### config.mk
export PLATFORM = sky130hd
export DESIGN_NAME = deque_with_delete_match_unit
export DESIGN_NICKNAME = d
export VERILOG_FILES = /design/src/design/dwdm_pkg.sv /design/src/design/dwdm_ram.sv /design/src/design/deque_with_delete_match_unit.sv
export SDC_FILE = /design/constraint.sdc
export NUM_CORES = 2
export LEC_CHECK = 0
export CORE_MARGIN = 5
export CORE_UTILIZATION = 30
export CTS_BUF_LIST = sky130_fd_sc_hd__clkbuf_4 sky130_fd_sc_hd__clkbuf_8 sky130_fd_sc_hd__clkbuf_16
export CTS_CLUSTER_DIAMETER = 30
export DETAILED_ROUTE_END_ITERATION = 7
export DONT_BUFFER_PORTS = 1
export HOLD_SLACK_MARGIN = 0.06
export PLACE_DENSITY = 0.53
export SLEW_MARGIN = 20
export SYNTH_ARGS = -nofsm -noshare
export SYNTH_HDL_FRONTEND = slang
export SYNTH_HIERARCHICAL = 1
export SYNTH_SLANG_ARGS = --single-unit
### constraint.sdc
create_clock -name clock -period 13.9 [get_ports clock]
set_input_delay 0 -clock clock [delete_from_list [all_inputs] [get_ports clock]]
set_output_delay 0 -clock clock [all_outputs]
set_load 0.01 [all_outputs]
### src/design/dwdm_pkg.sv
// Shared operation and status codes for the double-ended queue with delete.
package dwdm_pkg;

   // Operation codes carried on the request mode field.
   localparam logic [2:0] MODE_PUSH_BACK  = 3'd0;
   localparam logic [2:0] MODE_POP_BACK   = 3'd1;
   localparam logic [2:0] MODE_PUSH_FRONT = 3'd2;
   localparam logic [2:0] MODE_POP_FRONT  = 3'd3;
   localparam logic [2:0] MODE_DELETE     = 3'd4;

   // Status codes returned with every response.
   localparam logic [1:0] STATUS_OK       = 2'd0;
   localparam logic [1:0] STATUS_EMPTY    = 2'd1;
   localparam logic [1:0] STATUS_FULL     = 2'd2;
   localparam logic [1:0] STATUS_NO_MATCH = 2'd3;

endpackage

### src/design/dwdm_ram.sv
// Generic single-write, single-read RAM with a registered read port.
module dwdm_ram #(
   parameter int WIDTH = 32,
   parameter int DEPTH = 64
) (
   input  logic                     clock,
   input  logic                     wr_en,
   input  logic [$clog2(DEPTH)-1:0] wr_addr,
   input  logic [WIDTH-1:0]         wr_data,
   input  logic                     rd_en,
   input  logic [$clog2(DEPTH)-1:0] rd_addr,
   output logic [WIDTH-1:0]         rd_data
);

   logic [WIDTH-1:0] mem_ff [DEPTH];
   logic [WIDTH-1:0] rd_data_ff;

   // Write port and registered read port.
   always_ff @(posedge clock) begin
      if (wr_en) begin
         mem_ff[wr_addr] <= wr_data;
      end
      if (rd_en) begin
         rd_data_ff <= mem_ff[rd_addr];
      end
   end

   assign rd_data = rd_data_ff;

endmodule

### src/design/deque_with_delete_match_unit.sv
// Top level: double-ended queue in a ring RAM with a delete-first-match sequencer.
// Push, unused mode, push on full, or pop or delete on an empty queue: response registered
// from the request. Pop: from the ring RAM's registered read. Delete on a non-empty queue:
// entries compared from the head to the first match, later ones then moved down to close the
// gap unless it is the head. A new request is taken the cycle after its result is accepted.
// Reset is synchronous; it empties the queue and clears the head; RAM is not cleared.
module deque_with_delete_match_unit
   import dwdm_pkg::*;
#(
   parameter int DEPTH      = 64,
   parameter int DATA_WIDTH = 32
) (
   input  logic                         clock,
   input  logic                         reset,
   input  logic                         req_valid,
   output logic                         req_ready,
   input  logic [2:0]                   req_mode,
   input  logic [31:0]                  req_value,
   output logic                         rsp_valid,
   input  logic                         rsp_ready,
   output logic [31:0]                  rsp_popped,
   output logic [$clog2(DEPTH+1)-1:0]   rsp_entry_count,
   output logic [1:0]                   rsp_status
);

   localparam int AW = $clog2(DEPTH);
   localparam int CW = $clog2(DEPTH + 1);
   localparam int SW = CW + 1;

   typedef enum logic [1:0] {
      ST_IDLE,
      ST_POP_RD,
      ST_SCAN,
      ST_SHIFT
   } state_type;

   state_type             state_ff, state_in;
   logic [AW-1:0]         head_ff, head_in;
   logic [CW-1:0]         occ_ff, occ_in;
   logic [AW-1:0]         k_ff, k_in;
   logic [AW-1:0]         cur_ff, cur_in;
   logic [AW-1:0]         nxt_ff, nxt_in;
   logic [DATA_WIDTH-1:0] match_ff, match_in;
   logic                  rsp_valid_ff, rsp_valid_in;
   logic [31:0]           rsp_popped_ff, rsp_popped_in;
   logic [CW-1:0]         rsp_count_ff, rsp_count_in;
   logic [1:0]            rsp_status_ff, rsp_status_in;

   logic                  ram_we;
   logic [AW-1:0]         ram_waddr;
   logic [DATA_WIDTH-1:0] ram_wdata;
   logic                  ram_re;
   logic [AW-1:0]         ram_raddr;
   logic [DATA_WIDTH-1:0] ram_rdata;

   logic [DATA_WIDTH-1:0] req_data;
   logic                  accept;
   logic                  full;
   logic                  empty;
   logic                  hit;
   logic                  more_after_k;
   logic                  more_after_k1;

   // Ring position of logical entry pos, counted from the head.
   function automatic logic [AW-1:0] ring_slot(input logic [AW-1:0] head,
                                               input logic [CW-1:0] pos);
      logic [SW-1:0] sum;
      sum = SW'(head) + SW'(pos);
      if (sum >= SW'(DEPTH)) begin
         sum = sum - SW'(DEPTH);
      end
      return sum[AW-1:0];
   endfunction

   // Next ring position with wrap.
   function automatic logic [AW-1:0] ring_inc(input logic [AW-1:0] s);
      logic [AW-1:0] r;
      if (s == AW'(DEPTH - 1)) begin
         r = '0;
      end else begin
         r = s + AW'(1);
      end
      return r;
   endfunction

   dwdm_ram #(
      .WIDTH(DATA_WIDTH),
      .DEPTH(DEPTH)
   ) u_ram (
      .clock   (clock),
      .wr_en   (ram_we),
      .wr_addr (ram_waddr),
      .wr_data (ram_wdata),
      .rd_en   (ram_re),
      .rd_addr (ram_raddr),
      .rd_data (ram_rdata)
   );

   assign req_ready = (state_ff == ST_IDLE) && !rsp_valid_ff;
   assign accept    = req_valid && req_ready;
   assign req_data  = DATA_WIDTH'(req_value);
   assign full      = (occ_ff == CW'(DEPTH));
   assign empty     = (occ_ff == '0);

   // The one shared compare unit and the walk bounds of the delete sequencer.
   assign hit           = (ram_rdata == match_ff);
   assign more_after_k  = (SW'(k_ff) + SW'(1)) < SW'(occ_ff);
   assign more_after_k1 = (SW'(k_ff) + SW'(2)) < SW'(occ_ff);

   // Sequencer next-state logic and RAM control.
   always_comb begin
      state_in      = state_ff;
      head_in       = head_ff;
      occ_in        = occ_ff;
      k_in          = k_ff;
      cur_in        = cur_ff;
      nxt_in        = nxt_ff;
      match_in      = match_ff;
      rsp_valid_in  = rsp_valid_ff && !rsp_ready;
      rsp_popped_in = rsp_popped_ff;
      rsp_count_in  = rsp_count_ff;
      rsp_status_in = rsp_status_ff;
      ram_we        = 1'b0;
      ram_waddr     = cur_ff;
      ram_wdata     = ram_rdata;
      ram_re        = 1'b0;
      ram_raddr     = nxt_ff;

      unique case (state_ff)
         ST_IDLE: begin
            if (accept) begin
               rsp_popped_in = '0;
               rsp_status_in = STATUS_OK;
               rsp_valid_in  = 1'b1;
               unique case (req_mode)
                  MODE_PUSH_BACK: begin
                     if (full) begin
                        rsp_status_in = STATUS_FULL;
                     end else begin
                        ram_we    = 1'b1;
                        ram_waddr = ring_slot(head_ff, occ_ff);
                        ram_wdata = req_data;
                        occ_in    = occ_ff + CW'(1);
                     end
                  end
                  MODE_PUSH_FRONT: begin
                     if (full) begin
                        rsp_status_in = STATUS_FULL;
                     end else begin
                        head_in   = (head_ff == '0) ? AW'(DEPTH - 1) : head_ff - AW'(1);
                        ram_we    = 1'b1;
                        ram_waddr = head_in;
                        ram_wdata = req_data;
                        occ_in    = occ_ff + CW'(1);
                     end
                  end
                  MODE_POP_BACK: begin
                     if (empty) begin
                        rsp_status_in = STATUS_EMPTY;
                     end else begin
                        occ_in       = occ_ff - CW'(1);
                        ram_re       = 1'b1;
                        ram_raddr    = ring_slot(head_ff, occ_in);
                        rsp_valid_in = 1'b0;
                        state_in     = ST_POP_RD;
                     end
                  end
                  MODE_POP_FRONT: begin
                     if (empty) begin
                        rsp_status_in = STATUS_EMPTY;
                     end else begin
                        occ_in       = occ_ff - CW'(1);
                        ram_re       = 1'b1;
                        ram_raddr    = head_ff;
                        head_in      = ring_inc(head_ff);
                        rsp_valid_in = 1'b0;
                        state_in     = ST_POP_RD;
                     end
                  end
                  MODE_DELETE: begin
                     if (empty) begin
                        rsp_status_in = STATUS_NO_MATCH;
                     end else begin
                        match_in     = req_data;
                        k_in         = '0;
                        cur_in       = head_ff;
                        ram_re       = 1'b1;
                        ram_raddr    = head_ff;
                        rsp_valid_in = 1'b0;
                        state_in     = ST_SCAN;
                     end
                  end
                  default: begin
                  end
               endcase
               rsp_count_in = occ_in;
            end
         end

         ST_POP_RD: begin
            // Read data for the popped entry arrives in the cycle after the read is issued.
            rsp_popped_in = 32'(ram_rdata);
            rsp_count_in  = occ_ff;
            rsp_valid_in  = 1'b1;
            state_in      = ST_IDLE;
         end

         ST_SCAN: begin
            // Compare entry k against the match value.
            if (hit) begin
               if (k_ff == '0) begin
                  head_in      = ring_inc(head_ff);
                  occ_in       = occ_ff - CW'(1);
                  rsp_count_in = occ_in;
                  rsp_valid_in = 1'b1;
                  state_in     = ST_IDLE;
               end else if (more_after_k) begin
                  nxt_in    = ring_inc(cur_ff);
                  ram_re    = 1'b1;
                  ram_raddr = nxt_in;
                  state_in  = ST_SHIFT;
               end else begin
                  occ_in       = occ_ff - CW'(1);
                  rsp_count_in = occ_in;
                  rsp_valid_in = 1'b1;
                  state_in     = ST_IDLE;
               end
            end else if (more_after_k) begin
               k_in      = k_ff + AW'(1);
               cur_in    = ring_inc(cur_ff);
               ram_re    = 1'b1;
               ram_raddr = cur_in;
            end else begin
               rsp_status_in = STATUS_NO_MATCH;
               rsp_count_in  = occ_ff;
               rsp_valid_in  = 1'b1;
               state_in      = ST_IDLE;
            end
         end

         ST_SHIFT: begin
            // Move entry k+1 down into slot k, and fetch entry k+2 if it exists.
            ram_we    = 1'b1;
            ram_waddr = cur_ff;
            ram_wdata = ram_rdata;
            k_in      = k_ff + AW'(1);
            cur_in    = nxt_ff;
            nxt_in    = ring_inc(nxt_ff);
            if (more_after_k1) begin
               ram_re    = 1'b1;
               ram_raddr = nxt_in;
            end else begin
               occ_in       = occ_ff - CW'(1);
               rsp_count_in = occ_in;
               rsp_valid_in = 1'b1;
               state_in     = ST_IDLE;
            end
         end

         default: begin
            state_in = ST_IDLE;
         end
      endcase
   end

   // State and registered outputs.
   always_ff @(posedge clock) begin
      if (reset) begin
         state_ff     <= ST_IDLE;
         head_ff      <= '0;
         occ_ff       <= '0;
         rsp_valid_ff <= 1'b0;
      end else begin
         state_ff     <= state_in;
         head_ff      <= head_in;
         occ_ff       <= occ_in;
         rsp_valid_ff <= rsp_valid_in;
      end
      k_ff          <= k_in;
      cur_ff        <= cur_in;
      nxt_ff        <= nxt_in;
      match_ff      <= match_in;
      rsp_popped_ff <= rsp_popped_in;
      rsp_count_ff  <= rsp_count_in;
      rsp_status_ff <= rsp_status_in;
   end

   assign rsp_valid       = rsp_valid_ff;
   assign rsp_popped      = rsp_popped_ff;
   assign rsp_entry_count = rsp_count_ff;
   assign rsp_status      = rsp_status_ff;

endmodule
==> summary.md <==
| Metric | Value |
|---|---|
| Avg Inst Size Synth | `between 15 and 20 um^2` |
| Min-delay worst type | `input pin to flip-flop` |
| Global-route wire length before repair | `approximately 350 mm` |
| Yosys warns | `6` |
| Worst clock skew | `between 0.07 and 0.08 ns` |
| Post-DRT Antenna Nets | `0` |
| Endpoint class of the critical path | `flip-flop` |
| Total via count after detailed routing | `around 46,000` |
| Final TNS setup | `0 ns` |
| Post-synth cell types | `80` |
| Async SR Flop Fraction | `0%` |
| Main flop type after synthesis | `edfxtp_1` |
| Net total in the final layout | `4,854` |
| Synth top area cells | `edfxtp_1, mux4_2, mux2i_1` |
| Average via count per standard cell | `around 5.2` |
| Final standard cell area without fillers | `107,900 um^2` |
| Cell type of the slowest stage on the worst timing path | `buf_4` |
| Period minus WS final | `about 7.8 ns` |
| Power density over cell area | `slightly below 300 nW/um^2` |
| Post-synthesis instance area | `between 80,000 and 90,000 um^2` |
| Starting utilization of the core area | `a little under a third` |
| Max-slew violation total from the final report | `0` |
| Met3 demand-to-capacity share in global routing | `a little under 3%` |
| Static power due to leakage | `approximately 35 nW` |
| Number of antenna violations at the first check in global routing | `10` |
| Average detailed-routed wire length per instance | `27.91 um` |
| Number of standard cells in the layout, taps in and fillers out | `about 9,000` |
| Placed Instance Area | `between 90,000 and 100,000 um^2` |
| CP max stage delay | `0.87 ns` |
| Maximum number of pins on one net before global-route repair | `93` |
| Max-cap violations | `0` |
| Reg clk slew, reported paths | `~0.040 ns` |
| # fillers | `26,095` |
| Overall die area | `roughly 300,000 um^2` |
| Num rows | `~200` |
| Achievable frequency | `about 130 MHz` |
| Number of placed instances, taps included | `roughly 8,000` |
| Vias in the first global route | `between 40,000 and 50,000` |
| Critical path type | `flip-flop to flip-flop` |
| RSZ-0062 raised after global routing | `no` |
| Met2 usage in global routing | `about a quarter` |
| Transition time at the pin with the least slew margin | `between 1 and 1.5 ns` |
| CORE AREA | `288,100 um^2` |
| Clock latency at the later pin of the worst-skew pair | `approximately 0.96 ns` |
| DRT iter0 DRCs | `~5,200` |
| Clock tree from TritonCTS | `done` |
| Post-CTS repair timing setup buffer count | `0` |
| Final worst path period share | `about 56%` |
| CP required | `14.51 ns` |
| Die boundary width | `~550 um` |
| Proportion of netlist area held by the largest area contributor | `approximately 75%` |
| Root buf cell | `clkbuf_16` |
| Setup crit start kind | `flip-flop` |
| Syn_nets | `roughly 4,400` |
| Max transition margin | `25.63%` |
| Met1 capacity usage during global routing | `~22%` |
| Synthesized netlist cell count | `between 4,000 and 5,000` |
| CP cell instances | `ha_1, nand4_1, xnor2_1, ha_1, or4_1, a211oi_2, or3_1, and2_1, mux2i_1, o211ai_1, buf_4, buf_12, buf_4, nand2b_1, buf_4, o22ai_1, nor2_1, nand2_1, a21oi_1` |
| Residual DRC count | `0` |
| Detailed-router iteration count before antenna repair | `6` |
| Number of buffers added by the clock tree synthesis step | `about 450` |
| Result of the run | `finished clean` |
| Post-cts repair resize count | `0` |
| Most frequent standard cell in the layout excluding fill and tap cells | `edfxtp_1` |
| Total power after layout | `31.36 mW` |
| Total length of routed wires | `around 250 mm` |
| Final worst slack | `slightly above 6 ns` |
| Peak ir drop on the vdd network | `roughly 0.27 mV` |
| Fraction of final layout cells sized beyond drive strength 1 | `roughly 29%` |
| Seq/Total Area, Yosys | `~75%` |
| Most prevalent standard cell on the critical path | `buf_4` |
| Detailed-placement wirelength estimate | `138.6 mm` |
| Final number of setup-violating endpoints | `0` |
| Area growth syn-to-layout | `24.22%` |
| Deepest clock path buffer count | `4` |
| Number of clock sinks | `between 2,000 and 2,500` |
| Place WS | `between 6 and 7 ns` |
| H-Tree Level Count | `5` |
| Port bufs | `0` |
| Post-synth top area cell | `edfxtp_1` |
| Data arrival, critical path | `between 8 and 9 ns` |
| Die Y-Extent | `approximately 550 um` |
| Crit Path Max Fanout | `around 90` |
| Overall overflow remaining after global route | `0` |
| Number of failing hold endpoints at the final stage | `0` |
| Io pins | `~80` |
| Count of flip-flops with a built-in enable after synthesis | `around 2,200` |
| Total routing resource utilization after global routing | `~16%` |
| Peak-usage layer in the global routing report | `met2` |
| Commonest non-fill, non-tap cells in the layout | `edfxtp_1, clkbuf_16, mux4_2, mux2i_1, nand2_1` |
| #FFs+latches synth | `between 2,000 and 2,500` |
| Final RePlAce weighted congestion | `between 0.8 and 0.9` |
per-layer routing:
| layer | up-vias | part of all wire (%) |
|---|---|---|
| li1 | 19075 | - |
| met1 | 24616 | 42 |
| met5 | - | 0 |
| met4 | 0 | 2.3 |
| met2 | 2030 | 48 |
| met3 | 370 | 7.5 |
path summary, 6_finish.rpt:
check / slack [ns] / depth (start not counted) / end / from
max reg2reg: 6.11 / 19 / u_ram/rd_data[2] / k_ff[2]
min: 0.25 / 3 / rsp_status[0] / req_valid
max: 6.11 / 19 / u_ram/rd_data[2] / k_ff[2]
min reg2reg: 0.55 / 2 / state_ff[1] / state_ff[1]
cells by family (layout without fill, tap and decap cells):
logic type | count (synthesis) | after routing | share of synthesized area [%]
compound gates | 538 | 538 | 4.390
flops | 2187 | 2187 | 75.41
buf+inv | 279 | 1063 | 1.800
xor+xnor | 62 | 62 | 0.6251
simple gates | 587 | 587 | 3.239
fa+ha+maj | 39 | 39 | 0.5790
other cells | 0 | 3 | 0
mux | 653 | 653 | 13.95
critical path, delay by kind of cell, from the launching register on:
family | cells | cell delay [ns]
buffers and inverters | 4 | 2.30
and+or+nand+nor | 7 | 2.27
AOI/OAI and AO/OA | 4 | 1.45
adders and majority gates | 2 | 0.48
DFF | 1 | 0.45
xor gates and xnor gates | 1 | 0.16
muxes | 1 | 0.12
sequential cells by signal (all words and copies together) (netlist names), 7 cells and up:
| signal | cells |
|---|---|
| occ_ff | 7 |
| rsp_entry_count | 7 |
| u_ram/rd_data | 32 |
| rsp_popped | 32 |
| u_ram/mem_ff | 2048 |
| match_ff | 32 |
synth_stat cells, drive strengths merged, types with 54 or more instances:
| cell type | instances |
|---|---|
| nor2 | 138 |
| o21ai | 66 |
| buf | 134 |
| nand2 | 189 |
| mux2i | 203 |
| edfxtp | 2171 |
| a21oi | 73 |
| a22oi | 138 |
| xnor2 | 54 |
| nand3 | 69 |
| clkbuf | 120 |
| mux4 | 446 |
cell type report:
cell class,instances,area (um^2),share of cell area (%)
clock buffer,514,11820,10.95
antenna,3,7.507,0.006957
inverter,25,93.84,0.08696
timing repair buffer,234,2009,1.862
tap,3781,4731,4.384
clock inverter,290,3264,3.025
multi-input combinational,1879,20480,18.98
sequential,2187,65510,60.71
stage by stage:
stage	utilization (%)	hold slack, ns
4_1_cts	37.45	0.1230
3_3_place_gp	31.95	0.09461
5_1_grt	37.45	0.2271
3_5_place_dp	31.95	0.09430
6_report	37.45	0.2514
2_1_floorplan	-	0.09887
power breakdown:
part / total (mW) / switching, mW / internal [mW] / leakage, nW
Combinational: 11.8 / 7.72 / 4.06 / 7.67
Sequential: 9.03 / 0.345 / 8.69 / 19.7
Clock: 10.5 / 3.37 / 7.18 / 7.37
repair_timing:
action                                  4_1_cts  5_1_grt
endpoints found under the setup margin        0        0
hold buffers                                 76        0
endpoints found under the hold margin      2146        0
No activity file was read; power rests on OpenSTA's default activity.
